## config.mk

```make
export PLATFORM = sky130hd
export DESIGN_NAME = int_literal_parser
export DESIGN_NICKNAME = d
export VERILOG_FILES = /design/src/sv/ilp_pkg.sv /design/src/sv/int_literal_parser.sv /design/src/sv/ilp_step.sv
export SDC_FILE = /design/constraint.sdc
export NUM_CORES = 1
export LEC_CHECK = 0
export ABC_AREA = 1
export BUFFER_PORTS_ARGS = -buffer_cell sky130_fd_sc_hd__buf_2
export CORE_ASPECT_RATIO = 0.9
export CORE_MARGIN = 2
export CORE_UTILIZATION = 40
export DETAILED_ROUTE_END_ITERATION = 7
export PLACE_DENSITY = 0.53
export SKIP_CTS_REPAIR_TIMING = 1
export SLEW_MARGIN = 10
export SYNTH_ARGS = -nofsm -noshare
export SYNTH_HDL_FRONTEND = slang
export SYNTH_SLANG_ARGS = --single-unit
```

## constraint.sdc

```tcl
create_clock -name i_clk -period 10.8 [get_ports i_clk]
set_input_delay 3.24 -clock i_clk [delete_from_list [all_inputs] [get_ports i_clk]]
set_output_delay 3.24 -clock i_clk [all_outputs]
set_load 0.02 [all_outputs]
```

## src/sv/ilp_pkg.sv

```systemverilog
// Types, parse-phase codes and literal-kind codes shared by the literal parser files.
package ilp_pkg;

    localparam int unsigned PHASE_W = 5;

    localparam logic [PHASE_W-1:0] PH_START    = 5'd0;
    localparam logic [PHASE_W-1:0] PH_SIGN     = 5'd1;
    localparam logic [PHASE_W-1:0] PH_DEC      = 5'd2;
    localparam logic [PHASE_W-1:0] PH_ZERO     = 5'd3;
    localparam logic [PHASE_W-1:0] PH_OCT      = 5'd4;
    localparam logic [PHASE_W-1:0] PH_HEXPFX   = 5'd5;
    localparam logic [PHASE_W-1:0] PH_HEX      = 5'd6;
    localparam logic [PHASE_W-1:0] PH_QOPEN    = 5'd7;
    localparam logic [PHASE_W-1:0] PH_ESC      = 5'd8;
    localparam logic [PHASE_W-1:0] PH_XFIRST   = 5'd9;
    localparam logic [PHASE_W-1:0] PH_XMORE    = 5'd10;
    localparam logic [PHASE_W-1:0] PH_UHEX     = 5'd11;
    localparam logic [PHASE_W-1:0] PH_OESC     = 5'd12;
    localparam logic [PHASE_W-1:0] PH_CONT     = 5'd13;
    localparam logic [PHASE_W-1:0] PH_AFTER_E0 = 5'd14;
    localparam logic [PHASE_W-1:0] PH_AFTER_ED = 5'd15;
    localparam logic [PHASE_W-1:0] PH_AFTER_F0 = 5'd16;
    localparam logic [PHASE_W-1:0] PH_AFTER_F4 = 5'd17;
    localparam logic [PHASE_W-1:0] PH_CLOSE    = 5'd18;
    localparam logic [PHASE_W-1:0] PH_DONE     = 5'd19;

    localparam logic [1:0] KIND_DEC  = 2'd0;
    localparam logic [1:0] KIND_OCT  = 2'd1;
    localparam logic [1:0] KIND_HEX  = 2'd2;
    localparam logic [1:0] KIND_CHAR = 2'd3;

    // Decimal overflow limits
    localparam logic [63:0] DEC_LIMIT = 64'h1999_9999_9999_9999;
    localparam logic [63:0] DEC_WRAP  = 64'h0CCC_CCCC_CCCC_CCCC;

    typedef struct packed {
        logic [7:0] text_byte;
        logic       last_byte;
    } t_in_item;

    typedef struct packed {
        logic               accepted;
        logic signed [63:0] value;
        logic [1:0]         literal_kind;
    } t_out_item;

    typedef struct packed {
        logic [PHASE_W-1:0] parse_phase;
        logic               negative_sign;
        logic [63:0]        accumulator;
        logic [3:0]         digit_count;
        logic [1:0]         utf8_bytes_left;
        logic               failed;
    } t_parse_state;

    // Result before the sign is applied
    typedef struct packed {
        logic        accepted;
        logic        negate;
        logic [63:0] magnitude;
        logic [1:0]  literal_kind;
    } t_step_result;

    localparam t_parse_state STATE_RESET = '{
        parse_phase:     PH_START,
        negative_sign:   1'b0,
        accumulator:     64'd0,
        digit_count:     4'd0,
        utf8_bytes_left: 2'd0,
        failed:          1'b0
    };

endpackage

```

## src/sv/int_literal_parser.sv

```systemverilog
// Top level of the streaming integer / character literal parser.
//
//  channel | direction | payload     | transaction
//  --------+-----------+-------------+------------------------------------------
//  in      | input     | t_in_item   | one token byte, last_byte marks the end
//  out     | output    | t_out_item  | one verdict per token, after its last byte
//
//  One byte per cycle sustained unless a stalled output holds back a last byte; a
//  byte is registered, stepped through the parser state from the input register and
//  the verdict lands in the result register, from which the token's result is offered.
//  The sign is applied between the result register and the output port.
//  Reset returns the parser to the start of a token and empties both registers.
//  A stalled output holds back only a last byte; other bytes keep flowing.
module int_literal_parser (
    input  logic               i_clk,
    input  logic               i_rst_n,
    input  logic               i_in_valid,
    output logic               o_in_ready,
    input  ilp_pkg::t_in_item  i_in_data,
    output logic               o_out_valid,
    input  logic               i_out_ready,
    output ilp_pkg::t_out_item o_out_data
);
    import ilp_pkg::*;

    logic         r_in_valid;
    t_in_item     r_in;
    t_parse_state r_state;
    t_parse_state n_state;
    logic         r_out_valid;
    t_step_result r_out;
    t_step_result n_out;
    logic         out_free;
    logic         step_fire;

    ilp_step u_step (
        .i_state  (r_state),
        .i_item   (r_in),
        .o_state  (n_state),
        .o_result (n_out)
    );

    assign out_free   = !r_out_valid || i_out_ready;
    // only a last byte needs room in the result register
    assign step_fire  = r_in_valid && (!r_in.last_byte || out_free);
    assign o_in_ready = !r_in_valid || step_fire;

    always_ff @(posedge i_clk) begin
        if (!i_rst_n) begin
            r_in_valid  <= 1'b0;
            r_state     <= STATE_RESET;
            r_out_valid <= 1'b0;
        end else begin
            if (o_in_ready) begin
                r_in_valid <= i_in_valid;
            end
            if (step_fire) begin
                r_state <= n_state;
            end
            if (step_fire && r_in.last_byte) begin
                r_out_valid <= 1'b1;
            end else if (i_out_ready) begin
                r_out_valid <= 1'b0;
            end
        end
    end

    always_ff @(posedge i_clk) begin
        if (o_in_ready && i_in_valid) begin
            r_in <= i_in_data;
        end
        if (step_fire && r_in.last_byte) begin
            r_out <= n_out;
        end
    end

    assign o_out_valid             = r_out_valid;
    assign o_out_data.accepted     = r_out.accepted;
    assign o_out_data.value        = r_out.negate ? (64'd0 - r_out.magnitude) : r_out.magnitude;
    assign o_out_data.literal_kind = r_out.literal_kind;

endmodule

```

## src/sv/ilp_step.sv

```systemverilog
// Next-state and result logic for one byte of a literal token.
module ilp_step (
    input  ilp_pkg::t_parse_state i_state,
    input  ilp_pkg::t_in_item     i_item,
    output ilp_pkg::t_parse_state o_state,
    output ilp_pkg::t_step_result o_result
);
    import ilp_pkg::*;

    logic [7:0]   b;
    logic [63:0]  acc;
    logic         hex_ok;
    logic [3:0]   hex_val;
    logic         oct_digit;
    logic         dec_digit;
    logic [63:0]  dec_next;
    logic         dec_fail;
    logic         cont_in_range;
    logic [7:0]   cont_lo;
    logic [7:0]   cont_hi;
    logic [1:0]   ubl_dec;
    logic [3:0]   oesc_cnt;
    t_parse_state n;

    always_comb begin
        b   = i_item.text_byte;
        acc = i_state.accumulator;

        hex_ok  = 1'b1;
        hex_val = b[3:0];
        if (b >= "0" && b <= "9") begin
            hex_val = b[3:0];
        end else if ((b >= "a" && b <= "f") || (b >= "A" && b <= "F")) begin
            hex_val = b[3:0] + 4'd9;
        end else begin
            hex_ok = 1'b0;
        end

        oct_digit = (b >= "0") && (b <= "7");
        dec_digit = (b >= "0") && (b <= "9");

        // acc * 10 + d as a shift-add; reject if it cannot fit in 2^64-1
        dec_next = {acc[60:0], 3'b000} + {acc[62:0], 1'b0} + {60'd0, b[3:0]};
        dec_fail = (acc > DEC_LIMIT) || ((acc > DEC_WRAP) && !dec_next[63]);

        cont_lo = 8'h80;
        cont_hi = 8'hBF;
        case (i_state.parse_phase)
            PH_AFTER_E0: cont_lo = 8'hA0;
            PH_AFTER_ED: cont_hi = 8'h9F;
            PH_AFTER_F0: cont_lo = 8'h90;
            PH_AFTER_F4: cont_hi = 8'h8F;
            default: ;
        endcase
        cont_in_range = (b >= cont_lo) && (b <= cont_hi);
        ubl_dec  = i_state.utf8_bytes_left - 2'd1;
        oesc_cnt = i_state.digit_count + 4'd1;

        n = i_state;
        if (!i_state.failed) begin
            case (i_state.parse_phase)
                PH_START, PH_SIGN: begin
                    if (i_state.parse_phase == PH_START && b == "'") begin
                        n.parse_phase = PH_QOPEN;
                    end else if (i_state.parse_phase == PH_START && b == "-") begin
                        n.negative_sign = 1'b1;
                        n.parse_phase   = PH_SIGN;
                    end else if (i_state.parse_phase == PH_START && b == "+") begin
                        n.parse_phase = PH_SIGN;
                    end else if (b == "0") begin
                        n.parse_phase = PH_ZERO;
                    end else if (dec_digit) begin
                        if (dec_fail) begin
                            n.failed = 1'b1;
                        end else begin
                            n.accumulator = dec_next;
                            n.parse_phase = PH_DEC;
                        end
                    end else begin
                        n.failed = 1'b1;
                    end
                end
                PH_DEC: begin
                    if (dec_digit && !dec_fail) begin
                        n.accumulator = dec_next;
                    end else begin
                        n.failed = 1'b1;
                    end
                end
                PH_ZERO, PH_OCT: begin
                    if (i_state.parse_phase == PH_ZERO && b == "x") begin
                        n.parse_phase = PH_HEXPFX;
                    end else if (oct_digit && acc[63:61] == 3'd0) begin
                        n.accumulator = {acc[60:0], b[2:0]};
                        n.parse_phase = PH_OCT;
                    end else begin
                        n.failed = 1'b1;
                    end
                end
                PH_HEXPFX, PH_HEX: begin
                    if (hex_ok && acc[63:60] == 4'd0) begin
                        n.accumulator = {acc[59:0], hex_val};
                        n.parse_phase = PH_HEX;
                    end else begin
                        n.failed = 1'b1;
                    end
                end
                PH_QOPEN: begin
                    if (b == "\\") begin
                        n.parse_phase = PH_ESC;
                    end else if (b < 8'h80) begin
                        n.accumulator = {56'd0, b};
                        n.parse_phase = PH_CLOSE;
                    end else if (b >= 8'hC2 && b <= 8'hDF) begin
                        n.accumulator     = {59'd0, b[4:0]};
                        n.utf8_bytes_left = 2'd1;
                        n.parse_phase     = PH_CONT;
                    end else if (b >= 8'hE0 && b <= 8'hEF) begin
                        n.accumulator     = {60'd0, b[3:0]};
                        n.utf8_bytes_left = 2'd2;
                        if (b == 8'hE0) begin
                            n.parse_phase = PH_AFTER_E0;
                        end else if (b == 8'hED) begin
                            n.parse_phase = PH_AFTER_ED;
                        end else begin
                            n.parse_phase = PH_CONT;
                        end
                    end else if (b >= 8'hF0 && b <= 8'hF4) begin
                        n.accumulator     = {61'd0, b[2:0]};
                        n.utf8_bytes_left = 2'd3;
                        if (b == 8'hF0) begin
                            n.parse_phase = PH_AFTER_F0;
                        end else if (b == 8'hF4) begin
                            n.parse_phase = PH_AFTER_F4;
                        end else begin
                            n.parse_phase = PH_CONT;
                        end
                    end else begin
                        n.failed = 1'b1;
                    end
                end
                PH_ESC: begin
                    n.parse_phase = PH_CLOSE;
                    case (b)
                        "a":  n.accumulator = 64'd7;
                        "b":  n.accumulator = 64'd8;
                        "f":  n.accumulator = 64'd12;
                        "n":  n.accumulator = 64'd10;
                        "r":  n.accumulator = 64'd13;
                        "t":  n.accumulator = 64'd9;
                        "v":  n.accumulator = 64'd11;
                        "\\": n.accumulator = 64'd92;
                        "'":  n.accumulator = 64'd39;
                        "\"": n.accumulator = 64'd34;
                        "?":  n.accumulator = 64'd63;
                        "x":  n.parse_phase = PH_XFIRST;
                        "u": begin
                            n.digit_count = 4'd4;
                            n.parse_phase = PH_UHEX;
                        end
                        "U": begin
                            n.digit_count = 4'd8;
                            n.parse_phase = PH_UHEX;
                        end
                        default: begin
                            if (oct_digit) begin
                                n.accumulator = {61'd0, b[2:0]};
                                n.digit_count = 4'd1;
                                n.parse_phase = PH_OESC;
                            end else begin
                                n.parse_phase = i_state.parse_phase;
                                n.failed      = 1'b1;
                            end
                        end
                    endcase
                end
                PH_XFIRST, PH_XMORE: begin
                    if (hex_ok) begin
                        // keep the low 32 bits of the code point
                        n.accumulator = {32'd0, acc[27:0], hex_val};
                        n.parse_phase = PH_XMORE;
                    end else if (i_state.parse_phase == PH_XMORE && b == "'") begin
                        n.parse_phase = PH_DONE;
                    end else begin
                        n.failed = 1'b1;
                    end
                end
                PH_UHEX: begin
                    if (!hex_ok || i_state.digit_count == 4'd0) begin
                        n.failed = 1'b1;
                    end else begin
                        n.accumulator = {32'd0, acc[27:0], hex_val};
                        n.digit_count = i_state.digit_count - 4'd1;
                        if (i_state.digit_count == 4'd1) begin
                            n.parse_phase = PH_CLOSE;
                        end
                    end
                end
                PH_OESC: begin
                    if (oct_digit) begin
                        n.accumulator = {acc[60:0], b[2:0]};
                        n.digit_count = oesc_cnt;
                        if (oesc_cnt >= 4'd3) begin
                            n.parse_phase = PH_CLOSE;
                        end
                    end else if (b == "'") begin
                        n.parse_phase = PH_DONE;
                    end else begin
                        n.failed = 1'b1;
                    end
                end
                PH_CONT, PH_AFTER_E0, PH_AFTER_ED, PH_AFTER_F0, PH_AFTER_F4: begin
                    if (cont_in_range) begin
                        n.accumulator     = {acc[57:0], b[5:0]};
                        n.utf8_bytes_left = ubl_dec;
                        n.parse_phase     = (ubl_dec == 2'd0) ? PH_CLOSE : PH_CONT;
                    end else begin
                        n.failed = 1'b1;
                    end
                end
                PH_CLOSE: begin
                    if (b == "'") begin
                        n.parse_phase = PH_DONE;
                    end else begin
                        n.failed = 1'b1;
                    end
                end
                default: n.failed = 1'b1;
            endcase
        end

        o_result = '{accepted: 1'b0, negate: 1'b0, magnitude: 64'd0, literal_kind: KIND_DEC};
        if (!n.failed) begin
            case (n.parse_phase)
                PH_DEC: o_result = '{accepted: 1'b1, negate: n.negative_sign,
                                     magnitude: n.accumulator, literal_kind: KIND_DEC};
                PH_ZERO, PH_OCT:
                    o_result = '{accepted: 1'b1, negate: n.negative_sign,
                                 magnitude: n.accumulator, literal_kind: KIND_OCT};
                PH_HEX: o_result = '{accepted: 1'b1, negate: n.negative_sign,
                                     magnitude: n.accumulator, literal_kind: KIND_HEX};
                PH_DONE: o_result = '{accepted: 1'b1, negate: 1'b0,
                                      magnitude: n.accumulator, literal_kind: KIND_CHAR};
                default: ;
            endcase
        end

        // the last byte closes the token: start afresh
        o_state = i_item.last_byte ? STATE_RESET : n;
    end

endmodule

```

# After elaboration in Yosys (flattened, before gate mapping)
# Index checks and enable logic that the tools add are counted.
[word_totals] output_inout_bits=69 elab_cells=244 input_bits=13 regBits=156
[classes] magnitude_cmp=19 n_mux=97 add_sub_neg=7 n_eq_ne=54 reduce_logical=53
[op_table] operator="two-way mux 64 bit" count=17
[op_table] operator="one-hot mux 64 bit (12 select lines)" count=1
[op_table] operator="one-hot mux 64 bit (10 select lines)" count=1
[op_table] operator="one-hot mux 68 bit (4 select lines)" count=1
[op_table] operator="two-way mux 68 bit" count=3
[op_table] operator="two-way mux 77 bit" count=2
[op_table] operator="two-way mux 5 bit" count=27
[op_table] operator="== test 8 x 7 -> 1 bit (second input constant)" count=11
[op_table] operator="two-way mux 65 bit" count=1
[op_table] operator="adder 64 x 4 -> 64 bit" count=1
[op_table] operator="adder 64 bit" count=1
[op_table] operator="greater-than comparator 64 x 60 -> 1 bit (second input constant)" count=1
[op_table] operator="greater-than comparator 64 x 61 -> 1 bit (second input constant)" count=1
[op_table] operator="subtractor 1 x 64 -> 64 bit (first input constant)" count=1
[op_table] operator="one-hot mux 5 bit (10 select lines)" count=1
[op_table] operator="== test 8 x 6 -> 1 bit (second input constant)" count=6
[op_table] operator="== test 5 x 4 -> 1 bit (second input constant)" count=8
[op_table] operator="== test 8 bit (second input constant)" count=4
[op_table] operator="== test 5 x 3 -> 1 bit (second input constant)" count=6
[op_table] operator="two-way mux 1 bit" count=27
[op_table] operator="greater-or-equal comparator 8 bit (second input constant)" count=3
[op_table] operator="less-or-equal comparator 8 bit (second input constant)" count=3
[op_table] operator="one-hot mux 4 bit (3 select lines)" count=2
[op_table] operator="one-hot mux 6 bit (2 select lines)" count=2
[op_table] operator="44 further kinds" count=99

# Depth between registers and ports, before layout
# Gate-level depths: netlist of the first run.
[logic_depth] ltp_word=16 mapped_depth=26

# By module
# From an unflattened synthesis of the first run, not the netlist that was laid out.
[hier_totals] cells_unflattened=3374 hier_area_um2=20529.7
[modules_own_cells] module="ilp_step" cells_per_inst=2461 n_inst=1 area_per_inst_um2=13208.9
[modules_own_cells] module="int_literal_parser" cells_per_inst=913 n_inst=1 area_per_inst_um2=7320.8

# Least setup slack after synthesis of the first run
# No wires, ideal clock.
[synth_timing] path_kind="in2out" start="in i_out_ready" end="out o_in_ready" arrival_ns=3.607 cell_stages=2 required_ns=7.560 setup_slack_ns=3.953 path_cell_list="nor2_1 -> nand3_1"
[synth_via] elab_chain_len=4
[synth_rtl] element="start: declaration" line_no="int_literal_parser.sv:21" rtl="input logic i_out_ready,"
[synth_rtl] element="logical OR 1 bit" line_no="int_literal_parser.sv:43" rtl="assign out_free = !r_out_valid || i_out_ready;"
[synth_rtl] element="logical OR 1 bit" line_no="int_literal_parser.sv:45" rtl="assign step_fire = r_in_valid && (!r_in.last_byte || out_free);"
[synth_rtl] element="logical AND 1 bit" line_no="int_literal_parser.sv:45"
[synth_rtl] element="logical OR 1 bit" line_no="int_literal_parser.sv:46" rtl="assign o_in_ready = !r_in_valid || step_fire;"
[synth_rtl] element="end: declaration" line_no="int_literal_parser.sv:18" rtl="output logic o_in_ready,"
# No other way between the ends.

==> results of run 1 <==
## area by class of cell
| type | instances | area, um^2 |
|---|---|---|
| tap | 632 | 790.8 |
| timing repair buffer | 102 | 563.0 |
| clock inverter | 14 | 128.9 |
| fill | 5309 | 27900 |
| clock buffer | 18 | 429.2 |
| sequential | 156 | 3894 |
| multi-input combinational | 2506 | 13810 |
| inverter | 381 | 1430 |
## routing by layer
metal | share of wire [%] | global-route usage, % | vias to the layer above
met2 | 39 | 47.12 | 1257
met5 | 0 | 0 | -
met4 | 2.4 | 9.479 | 0
met3 | 12 | 8.805 | 140
li1 | - | - | 10750
met1 | 46 | 50.13 | 10860
## placed cells by master (no fill, tap or decap), types with 13 or more instances in the layout
cell type  count
nor3_1        51
nor2_1       329
nand4_1       42
a21oi_2       52
edfxtp_1      77
inv_1        343
dfxtp_1       79
o221ai_1      24
clkbuf_16     17
xnor2_1       48
or2_2         15
buf_2         81
a21oi_1      268
o2111ai_1     14
nor4_1        19
xor2_1        60
nand3_1      208
o211ai_1      24
nand2_2       14
a211oi_1      19
o22ai_1       58
ha_1         138
o21ai_0      205
nor2_2        17
inv_2         36
a221oi_1      16
nand2_1      751
o21bai_1      13
buf_4         21
## sequential cells by signal (all words and copies together) (netlist names)
name	cells
r_state	77
r_out	65
r_in	9
o_out_data	3
o_out_valid	1
r_in_valid	1
## stage by stage
step / std cells / power [uW] / util, %
global route: 3809 / 1641 / 43.00
finish: 3809 / 1581 / 43.00
floorplan: 3169 / 871.1 / -
CTS: 3809 / 1581 / 43.00
detailed placement: 3777 / 975.9 / 41.86
global placement: 3777 / 974.7 / 41.86
## power by group through the flow
stage / Sequential, uW / Clock, uW / Combinational (uW)
2_1_floorplan: 654 / 0 / 217
3_3_place_gp: 669 / 0 / 305
3_5_place_dp: 670 / 0 / 306
4_1_cts: 656 / 617 / 308
5_1_grt: 659 / 639 / 343
6_report: 658 / 607 / 317
## worst paths after layout
| check | start | to | slack [ns] | cells past startpoint |
|---|---|---|---|---|
| worst max-delay path | r_out[4] | o_out_data[65] | 3.52 | 17 |
| worst min-delay path | r_state[2] | r_state[2] | 0.48 | 2 |
| worst max register to register | r_in[4] | r_out[34] | 4.10 | 20 |
| worst min register to register | r_state[2] | r_state[2] | 0.48 | 2 |
## worst max-delay path, stage by stage, from the launching register on
cell and delay [ns]:
edfxtp_1 0.42, inv_2 0.09, nand3_1 0.11, nor3_2 0.18
nand4_1 0.31, nor2_1 0.31, nand3_1 0.13, nor2_1 0.25
nand3_1 0.15, nor2_1 0.25, inv_1 0.14, nor4_1 0.31
nor2_1 0.12, nor2_1 0.21, o21ai_1 0.14, nor2_1 0.13
xnor2_1 0.12, buf_2 0.18
## cells by family (layout without fill, tap and decap cells)
| group | after synthesis | in the layout | synth area share, % |
|---|---|---|---|
| buffers and inverters | 507 | 515 | 10.40 |
| adder cells (fa/ha/maj) | 140 | 140 | 8.955 |
| AND/OR/NAND/NOR | 1494 | 1494 | 32.69 |
| AO/OA/AOI/OAI | 764 | 764 | 23.42 |
| XOR/XNOR | 108 | 108 | 4.795 |
| flip-flops | 156 | 156 | 19.74 |
==> impl_metrics.yaml, run 1 <==
outcome:
  outcome: "complete, no violations"
critical_path:
  cp_max_fo: 4
  arrival_ns: 4.04
  critical_path.endpoint_type: "output pin"
  worst_ep_required_time_ns: 7.56
  critPathKind: "reg -> out"
  cp-start-kind: "register"
layout:
  fin_area_um2: 21050
  antenna_cells: 0
  drive_above_1_share_pct: 9.443
  final_nets: 3317
  syn2layout_area_growth_pct: 6.685
floorplan:
  io_pins: 82
  die_x_um: 238.1
  die-area_um2: 51110
  dieHeight_um: 214.7
  initial_core_util_pct: 40.31
  rows: 77
  coreArea_um2: 48940
grt:
  first_global_vias: 21140
  antenna_found_initial: 1
  grt_max_degree: 77
  grt-ovfl-total: 0
  grt_use_total_pct: 33.66
  grt_pass1_wl_um: 130800
yosys:
  synthTopCellsByCount: "nand2_1 (755), inv_1 (345), nor2_1 (330)"
  synth_edf_count: 77
  ys_async_sr_fraction_pct: 0
  synth.most_common_cell: "nand2_1"
  yosysTopAreaCell: "nand2_1"
  synthCells: 3169
  synth_area_per_cell_um2: 6.225
  syn_nets: 3322
  netlist.area_leader.share_pct: 14.37
  seq_area_frac_synth_pct: 19.74
  synth.cell_area_um2: 19730
  ys_ff_latch: 156
  yosys_warnings: 0
  synth-main-ff-cell: "dfxtp_1"
  synth_cell_types: 66
  synth.area.top_cells: "nand2_1 (14%), edfxtp_1 (12%), ha_1 (8.8%)"
timing:
  finalMaxSlewViolations: 0
  finalHoldViolations: 0
  fin_crit_sh_pct: 67.37
  finClkSkew_ns: 0.02305
  finalWorstSetupSlack_ns: 3.524
  rsz0062_at_grt: "false"
  setup_violations: 0
  worstMarginPinSlew_ns: 1.101
  max_freq_ghz: 0.1374
  finalSetupTns_ns: 0
  max_slew_margin_pct: 26.49
  fin_crit_ns: 7.276
  whs_ns: 0.4803
clocking:
  ctsLongestPathBuffers: 2
  clkSinkCount: 156
  clk_latency_ns: 0.49
  root_buffer: "clkbuf_16"
  cts_max_level: 4
  cts_tree: "yes"
  path_clk_slew_ns: 0.09
  cts_buffers: 17
placement:
  portBuffers: 81
  gp_congestion: 1.026
  pre_cts_slack_ns: 3.747
  dpl-instance-area_um2: 20490
  hpwl_um: 68530
routing:
  first_pass_iters: 6
  drcViolationCount: 0
  ant_nets: 0
  vias_per_cell: 6.040
  drt_iter0_drc: 2876
  finalWirelength_um: 87840
  dr_total_vias: 23010
  wl_per_cell_um: 23.06
power:
  p_seq_share_pct: 41.6
  clkPwrFrac_pct: 38.4
  p_per_area_nw_per_um2: 75.13
  p_leak_uw: 0.009232
  p_comb_share_pct: 20.0
  vdd_ir_drop_max_uv: 113.4
  p_sw_uw: 562.9
  p_int_uw: 1018
  swShare_pct: 35.60
job:
  drv_cap: 0
hold_path:
  min_path_type: "reg -> reg"
Note: power is estimated with default switching activity, not from simulation.
==> inputs of run 2 (changes only) <==
- clock period: 10.8 -> 7.55 ns (I/O delays scaled with it)
==> run 2 against run 1 <==
- final area rose by 0.20%
- critical path depth did not move
- clock skew fell by 0.0024 ns
- critical endpoint unchanged
- first-iteration DRC count fell by 16%
- sequential share of layout area barely moved
==> impl_metrics.yaml, run 2 (synthesized netlist as in run 1, its figures left out) <==
floorplan:
  rows: 77
  die-area_um2: 51110
  die_x_um: 238.1
  io_pins: 82
  dieHeight_um: 214.7
  initial_core_util_pct: 40.31
  coreArea_um2: 48940
layout:
  final_common_cell: "nand2_1"
  syn2layout_area_growth_pct: 6.894
  final_nets: 3320
  drive_above_1_share_pct: 9.497
  regMostFlops: "r_state"
  largest_registers: "r_state: 77 flops, r_out: 65 flops, r_in: 9 flops"
  largest_register_ffs: 77
  layout_common_cells: "nand2_1 (751), inv_1 (343), nor2_1 (329)"
outcome:
  outcome: "complete, no violations"
timing:
  max_freq_ghz: 0.1596
  rsz0062_at_grt: "false"
  finalHoldViolations: 0
  setup_violations: 0
  max_slew_margin_pct: 29.75
  fin_crit_sh_pct: 83.01
  worstMarginPinSlew_ns: 1.053
  finClkSkew_ns: 0.02064
  finalWorstSetupSlack_ns: 1.283
  finalSetupTns_ns: 0
  whs_ns: 0.4906
  fin_crit_ns: 6.267
  finalMaxSlewViolations: 0
routing:
  finalWirelength_um: 87900
  wl_per_cell_um: 23.05
  vias_per_cell: 5.961
  first_pass_iters: 6
  drt_iter0_drc: 2413
  dr_total_vias: 22730
  drcViolationCount: 0
  ant_nets: 0
power:
  p_int_uw: 1467
  p_seq_share_pct: 41.1
  p_sw_uw: 823.8
  swShare_pct: 35.96
  p_comb_share_pct: 19.7
  p_leak_uw: 0.009260
  p_per_area_nw_per_um2: 108.6
  vdd_ir_drop_max_uv: 158.7
  clkPwrFrac_pct: 39.2
clocking:
  cts_tree: "yes"
  ctsLongestPathBuffers: 2
  path_clk_slew_ns: 0.09
  cts_max_level: 4
  cts_buffers: 17
  clkSinkCount: 156
  root_buffer: "clkbuf_16"
  clk_latency_ns: 0.49
critical_path:
  cp_max_fo: 4
  reg2reg_setup_slack_ns: 1.95
  r2r_cells: 20
  timing.critical_path.mode_cell: "nor2_1"
  slowest_delay_ns: 0.42
  reg2reg_to: "r_out[4]"
  critical_path.endpoint_type: "output pin"
  cp-start-kind: "register"
  critPathSlowestCell: "edfxtp_1"
  critPathKind: "reg -> out"
  path_cells: "inv_2, nand3_1, nor3_2, nand4_1, nor2_1, nand3_1, nor2_1, nand3_1, nor2_1, inv_1, nor4_1, nor2_1, nor2_1, o21ai_1, nor2_1, xnor2_1, buf_2"
  crit-reg2reg-launch: "r_in[4]"
  crit_start: "r_out[4]"
  arrival_ns: 4.00
  worst_ep_required_time_ns: 5.29
  crit_cells: 17
  path_buf_inv: 3
  crit_family: "simple AND/OR/NAND/NOR gates"
  critPathCapture: "o_out_data[65]"
grt:
  first_global_vias: 21540
  grt_use_total_pct: 34.03
  grt-ovfl-total: 0
  antenna_found_initial: 7
  grt_pass1_wl_um: 132500
  grt_max_degree: 73
placement:
  gp_congestion: 0.9940
  hpwl_um: 68980
  pre_cts_slack_ns: 1.729
  portBuffers: 81
hold_path:
  min_path_type: "reg -> reg"
job:
  drv_cap: 0
-- run 2: stage by stage --
step,power (uW),utilization (%),instance area [um^2],instances
after detailed placement,1394,41.91,20510,3780
final,2291,43.09,21090,3813
after global routing,2380,43.08,21090,3812
after CTS,2289,43.08,21090,3812
after global placement,1395,41.91,20510,3780
after floorplan,1246,-,19730,3169
-- run 2: cell type report --
cell class              count  area (um^2)
diodes                      1        2.502
clock buffers              18        429.2
clock inverters            14        145.1
fillers                  5382        27850
inverters                 381         1430
multi-input cells        2506        13810
flip-flops and latches    156         3894
well taps                 632        790.8
repair buffers            105        585.6
-- run 2: power by group through the flow --
stage	combinational, uW	sequential [uW]	clock (uW)
4_1_cts	438	939	912
5_1_grt	493	943	944
2_1_floorplan	310	936	0
6_report	451	942	898
3_3_place_gp	436	958	0
3_5_place_dp	436	958	0
-- run 2: per-layer routing --
| layer | part of all wire (%) | track usage, % | vias to the layer above |
|---|---|---|---|
| met3 | 13 | 11.39 | 152 |
| met4 | 2.6 | 10.15 | 12 |
| met1 | 45 | 48.73 | 10560 |
| li1 | - | - | 10760 |
| met5 | 0.10 | 0 | - |
| met2 | 40 | 47.89 | 1245 |
-- run 2: tightest hold or removal path: cells and delay by family (launching register included) --
| kind | cells | cell delay [ns] |
|---|---|---|
| flip-flops | 1 | 0.31 |
| buffers and inverters | 1 | 0.07 |
| AO/OA/AOI/OAI | 1 | 0.07 |
-- run 2: worst min-delay path by stage --
stage          slack (ns)  startpoint  cells past startpoint         end
5_1_grt              0.52  r_state[1]                      2  r_state[1]
2_1_floorplan        0.44  r_state[2]                      2  r_state[2]
3_5_place_dp         0.48  r_state[2]                      2  r_state[2]
4_1_cts              0.49  r_state[2]                      2  r_state[2]
3_3_place_gp         0.46  r_state[2]                      2  r_state[2]
6_report             0.49  r_state[2]                      2  r_state[2]
